<file path="config.mk">
export PLATFORM = sky130hd
export DESIGN_NAME = min_heap_priority_queue_unit
export DESIGN_NICKNAME = d
export VERILOG_FILES = /design/src/mhpq_pkg.sv /design/src/mhpq_cell.sv /design/src/min_heap_priority_queue_unit.sv
export SDC_FILE = /design/constraint.sdc
export NUM_CORES = 2
export LEC_CHECK = 0
export BUFFER_PORTS_ARGS = -buffer_cell sky130_fd_sc_hd__buf_2
export CELL_PAD_IN_SITES_DETAIL_PLACEMENT = 1
export CELL_PAD_IN_SITES_GLOBAL_PLACEMENT = 1
export CORE_MARGIN = 2
export CORE_UTILIZATION = 45
export CTS_CLUSTER_SIZE = 20
export DETAILED_ROUTE_END_ITERATION = 6
export PLACE_DENSITY = 0.77
export SLEW_MARGIN = 20
export SYNTH_ARGS = -nofsm -noshare
export SYNTH_HDL_FRONTEND = slang
export SYNTH_HIERARCHICAL = 1
export SYNTH_SLANG_ARGS = --single-unit
</file>
<file path="constraint.sdc">
create_clock -name clk -period 19.2 [get_ports clk]
set_input_delay 0.96 -clock clk [delete_from_list [all_inputs] [get_ports clk]]
set_output_delay 0.96 -clock clk [all_outputs]
set_load 0.02 [all_outputs]
</file>
<file path="src/mhpq_pkg.sv">
package mhpq_pkg;

    // Queue geometry
    localparam int DEPTH   = 16;
    localparam int KEY_W   = 32;
    localparam int CNT_W   = $clog2(DEPTH + 1);
    localparam int COUNT_W = 5;
    localparam int STAT_W  = 2;

    // Request codes
    localparam logic REQ_INSERT  = 1'b0;
    localparam logic REQ_EXTRACT = 1'b1;

    // Status codes
    localparam logic [STAT_W-1:0] ST_DONE  = 2'd0;
    localparam logic [STAT_W-1:0] ST_FULL  = 2'd1;
    localparam logic [STAT_W-1:0] ST_EMPTY = 2'd2;

    typedef logic signed [KEY_W-1:0] key_t;
    typedef logic [CNT_W-1:0]        cnt_t;

    // Command broadcast to every cell of the row
    typedef struct packed {
        logic ins;
        logic ext;
    } cell_cmd_t;

endpackage

</file>
<file path="src/mhpq_cell.sv">
module mhpq_cell (
    input  logic               clk,
    input  mhpq_pkg::cell_cmd_t cmd,
    input  mhpq_pkg::key_t     new_key,
    input  logic               occ_self,
    input  logic               occ_prev,
    input  mhpq_pkg::key_t     prev_key,
    input  mhpq_pkg::key_t     next_key,
    output mhpq_pkg::key_t     key_q
);
    import mhpq_pkg::*;

    key_t key_reg;
    key_t key_next;
    logic keep_self;
    logic prev_stays;

    // Row is kept sorted ascending from cell 0; unoccupied cells act as +infinity
    assign keep_self  = occ_self && (key_reg <= new_key);
    assign prev_stays = occ_prev && (prev_key <= new_key);

    always_comb
    begin
        key_next = key_reg;
        if (cmd.ins)
        begin
            if (keep_self)
                key_next = key_reg;
            else if (prev_stays)
                key_next = new_key;
            else
                key_next = prev_key;
        end
        else if (cmd.ext)
        begin
            // shift towards the head
            key_next = next_key;
        end
    end

    always_ff @(posedge clk)
    begin
        key_reg <= key_next;
    end

    assign key_q = key_reg;

endmodule

</file>
<file path="src/min_heap_priority_queue_unit.sv">
// Min-priority queue held as a sorted row of DEPTH cells (cell 0 holds the minimum).
// The result is registered as the item is accepted; every cell updates in the same cycle.
// Throughput: one item per cycle while no result is stalled; cells update from their neighbours.
// An item is taken while a result waits if that result is taken in the same cycle.
// Reset (rst_n low, asynchronous) empties the queue and clears the result valid.
module min_heap_priority_queue_unit (
    input  logic                              clk,
    input  logic                              rst_n,
    input  logic                              in_valid,
    output logic                              in_ready,
    input  logic                              req_type,
    input  mhpq_pkg::key_t                    key_in,
    output logic                              out_valid,
    input  logic                              out_ready,
    output mhpq_pkg::key_t                    key_out,
    output logic [mhpq_pkg::STAT_W-1:0]       status,
    output logic [mhpq_pkg::COUNT_W-1:0]      count
);
    import mhpq_pkg::*;

    cnt_t                count_reg;
    cnt_t                count_next;
    logic                out_valid_reg;
    logic                out_valid_next;
    key_t                key_out_reg;
    logic [STAT_W-1:0]   status_reg;
    logic [COUNT_W-1:0]  count_out_reg;

    logic                accept;
    logic                full;
    logic                empty;
    logic [STAT_W-1:0]   status_now;
    key_t                result_key;
    cell_cmd_t           cmd;

    key_t                cell_key [DEPTH];
    logic [DEPTH-1:0]    occ;

    assign in_ready = !out_valid_reg || out_ready;
    assign accept   = in_valid && in_ready;
    assign full     = (count_reg == CNT_W'(DEPTH));
    assign empty    = (count_reg == '0);

    // Decode request against the current fill level
    always_comb
    begin
        status_now = ST_DONE;
        result_key = '0;
        cmd        = '0;
        count_next = count_reg;
        case (req_type)
            REQ_INSERT:
            begin
                if (full)
                    status_now = ST_FULL;
                else
                begin
                    cmd.ins    = accept;
                    count_next = count_reg + 1'b1;
                end
            end
            REQ_EXTRACT:
            begin
                if (empty)
                    status_now = ST_EMPTY;
                else
                begin
                    cmd.ext    = accept;
                    result_key = cell_key[0];
                    count_next = count_reg - 1'b1;
                end
            end
            default:
            begin
                status_now = ST_DONE;
            end
        endcase
    end

    // Row of cells
    genvar gi;
    generate
        for (gi = 0; gi < DEPTH; gi++)
        begin : g_cell
            key_t prev_k;
            key_t next_k;
            logic prev_o;

            assign occ[gi] = (CNT_W'(gi) < count_reg);

            if (gi == 0)
            begin : g_head
                // head sees a neighbour that always stays ahead
                assign prev_o = 1'b1;
                assign prev_k = {1'b1, {(KEY_W-1){1'b0}}};
            end
            else
            begin : g_body
                assign prev_o = occ[gi-1];
                assign prev_k = cell_key[gi-1];
            end

            if (gi == DEPTH - 1)
            begin : g_tail
                assign next_k = cell_key[gi];
            end
            else
            begin : g_mid
                assign next_k = cell_key[gi+1];
            end

            mhpq_cell u_cell (
                .clk      (clk),
                .cmd      (cmd),
                .new_key  (key_in),
                .occ_self (occ[gi]),
                .occ_prev (prev_o),
                .prev_key (prev_k),
                .next_key (next_k),
                .key_q    (cell_key[gi])
            );
        end
    endgenerate

    // Output valid handshake
    always_comb
    begin
        out_valid_next = out_valid_reg;
        if (accept)
            out_valid_next = 1'b1;
        else if (out_ready)
            out_valid_next = 1'b0;
    end

    // Control state
    always_ff @(posedge clk or negedge rst_n)
    begin
        if (!rst_n)
        begin
            count_reg     <= '0;
            out_valid_reg <= 1'b0;
        end
        else
        begin
            out_valid_reg <= out_valid_next;
            if (accept)
                count_reg <= count_next;
        end
    end

    // Result payload
    always_ff @(posedge clk)
    begin
        if (accept)
        begin
            key_out_reg   <= result_key;
            status_reg    <= status_now;
            count_out_reg <= COUNT_W'(count_next);
        end
    end

    assign out_valid = out_valid_reg;
    assign key_out   = key_out_reg;
    assign status    = status_reg;
    assign count     = count_out_reg;

endmodule

</file>
==> metrics.yaml <==
floorplan:
  num_rows: 126
  start_util: 0.453
  core_area_sq_um: 118000
  die_y_um: 348
  die_area_sq_um: 121000
  io_pins: 78
  fp.dieW_um: 348
sta:
  maxSlewViolCount: 0
  grt_setup_unrepaired: "no"
  setup_viol: 0
  fmaxAchievable_ghz: 0.152
  final.setup.tns_ns: 0
  skew_ns: 0.0198
  fin_crit_sh: 0.343
  maxSlewHeadroom: 0.316
  worst_slew_pin_slew_ns: 1.00
  period_minus_slack_ns: 6.58
  hold_slack_ns: 0.136
  hold_viol_final: 0
power:
  p_per_area_nw_per_um2: 95.0
  p_total_mw: 5.51
  peakVddDrop_mv: 0.0616
  pwr-share-clk: 0.252
  p_int_mw: 3.30
  combPwrFrac: 0.407
  pwr-share-seq: 0.341
  p_switching_mw: 2.21
  p_leak_nw: 27.4
  switching_share: 0.401
status:
  outcome: "complete, no violations"
clock_network:
  htreeDepth: 3
  clock_latency_ns: 0.66
  cts_tree: "yes"
  cts.sinks: 557
  ctsResizeCount: 0
  clk_path_buf_depth: 3
  cts_buffers: 74
  clock_tree.root_cell: "clkbuf_16"
  clkSlewWorstSetupHoldPaths_ns: 0.06
  cts-hold-fix-buffers: 0
  cts_setup_buffers: 0
drt:
  vias_per_cell: 6.15
  wl_per_cell_um: 24.8
  route.vias.total: 45500
  ant_nets: 0
  drcViolationCount: 0
  drt_iter0_markers: 2882
  drt_first_pass_iters: 5
  wl_mm: 183
placed_design:
  post-dp-hpwl_mm: 140
  gp_congestion: 0.925
  numPortBuffers: 77
synth:
  synth_cell_types: 58
  yosysTopAreaCell: "edfxtp_1"
  synth_ff_type: "edfxtp_1"
  ys_top_cells_by_area: "edfxtp_1 31%, ha_1 24%, mux2i_1 9.6%"
  synth_common_cells: "1,028 x ha_1, 888 x a21oi_1, 651 x nor2_1, 570 x inv_1, 551 x edfxtp_1"
  avgSynthCellArea_sq_um: 9.40
  syn_inst: 5672
  syn_area_sq_um: 53300
  synth_edf_count: 551
  ys_seq_area_frac: 0.313
  yosysTopAreaCellShare: 0.310
  yosysMostFrequentCell: "ha_1"
  synth-async-reset-ratio: 0.0108
  ys_warn_count: 6
  ys_ff_latch: 557
finish:
  synthToLayoutAreaGrowth_pct: 8.75
  seq_area_sq_um: 16700
  largest_reg_flops: 512
  num-fill-cells: 13500
  layout-drive-gt1-share: 0.0593
  final_nets: 6858
  multi_input_area_sq_um: 33900
critical_path:
  start_kind: "register"
  crit_fanout: 220
  crit_path_end_kind: "register"
  required_ns: 19.58
  worstSetupPathType: "reg2reg"
  worstPathArrival_ns: 6.96
global_route:
  grt_max_degree: 238
  grt_first_pass_wirelength_mm: 280
  grt_antenna_before_repair: 5
  grt_pass1_vias: 49200
  grt.total_usage: 0.296
  overflow: 0
hold_path:
  hold_path.class: "in2async"
flow_run:
  maxCapViolations: 0
[final timing paths]
check,startpoint,end,slack [ns],cells past startpoint
worst min-delay path,rst_n,out_valid$_DFFE_PN0P_,0.14,1
min in group clk,in_valid,out_valid$_DFFE_PN0P_,0.53,2
max in group asynchronous,rst_n,count_reg[4]$_DFFE_PN0P_,18.92,1
worst min register to register,out_valid$_DFFE_PN0P_,out_valid$_DFFE_PN0P_,0.55,2
worst max register to register,count_reg[1]$_DFFE_PN0P_,g_cell[7].u_cell/key_q[7]$_DFFE_PP_,12.62,13
worst max-delay path,count_reg[1]$_DFFE_PN0P_,g_cell[7].u_cell/key_q[7]$_DFFE_PP_,12.62,13
[power by group through the flow]
stage	clock [mW]	sequential (mW)	combinational (mW)
after floorplan	0	1.75	1.71
after global placement	0	1.90	2.08
after detailed placement	0	1.90	2.19
after CTS	1.41	1.88	2.22
after global routing	1.46	1.89	2.47
final	1.39	1.88	2.24
[logic make-up after synthesis]
family,synth area share
xor+xnor,0.000329
flops,0.313
buf+inv,0.0596
mux,0.0961
other cells,0.000141
compound gates,0.167
fa+ha+maj,0.241
simple gates,0.123
[critical path: stages, from the launching register on]
cell and delay (ns):
dfrtp_1 0.56, inv_1 0.17, ha_1 0.28, nor4bb_1 0.20
or2_2 0.37, nor2_4 0.13, buf_4 0.63, buf_4 0.65
buf_4 0.82, buf_12 0.70, nand2_1 0.20, a2111oi_0 0.68
a211oi_4 0.35, buf_4 0.33
[cell type report]
type	instances	share of cell area
timing repair buffer	156	0.0173
multi-input combinational	4433	0.584
inverter	571	0.0370
clock buffer	90	0.0342
clock inverter	41	0.00581
tap	1536	0.0331
antenna	2	0.0000863
sequential	557	0.288
[metal layers]
layer  global-route usage  routed length [um]
met5               0.0108                 196
met4                0.126                7610
met3               0.0479               10200
met2                0.542               93100
met1                0.339               71700
[stage by stage]
step                setup WS [ns]  utilization  instance area [sq um]  cells
finish                      12.62        0.492                  58000   7386
global route                12.27        0.492                  58000   7385
CTS                         12.78        0.492                  58000   7384
detailed placement          12.62        0.473                  55600   7253
global placement            12.79        0.473                  55600   7253
floorplan                   13.04            -                  53500   5735
[layout by cell type, fill, tap and decap left out, types with 65 or more instances in the layout]
master and n:
nand3_1 66, o21ai_0 133, inv_1 569, conb_1 65
a21oi_1 888, clkbuf_16 77, nand4_1 224, buf_2 77
mux2i_1 512, ha_1 1028, nor2_1 649, buf_4 77
nand2_1 174, edfxtp_1 551, a21o_1 128
(Power assumes the default switching activity.)
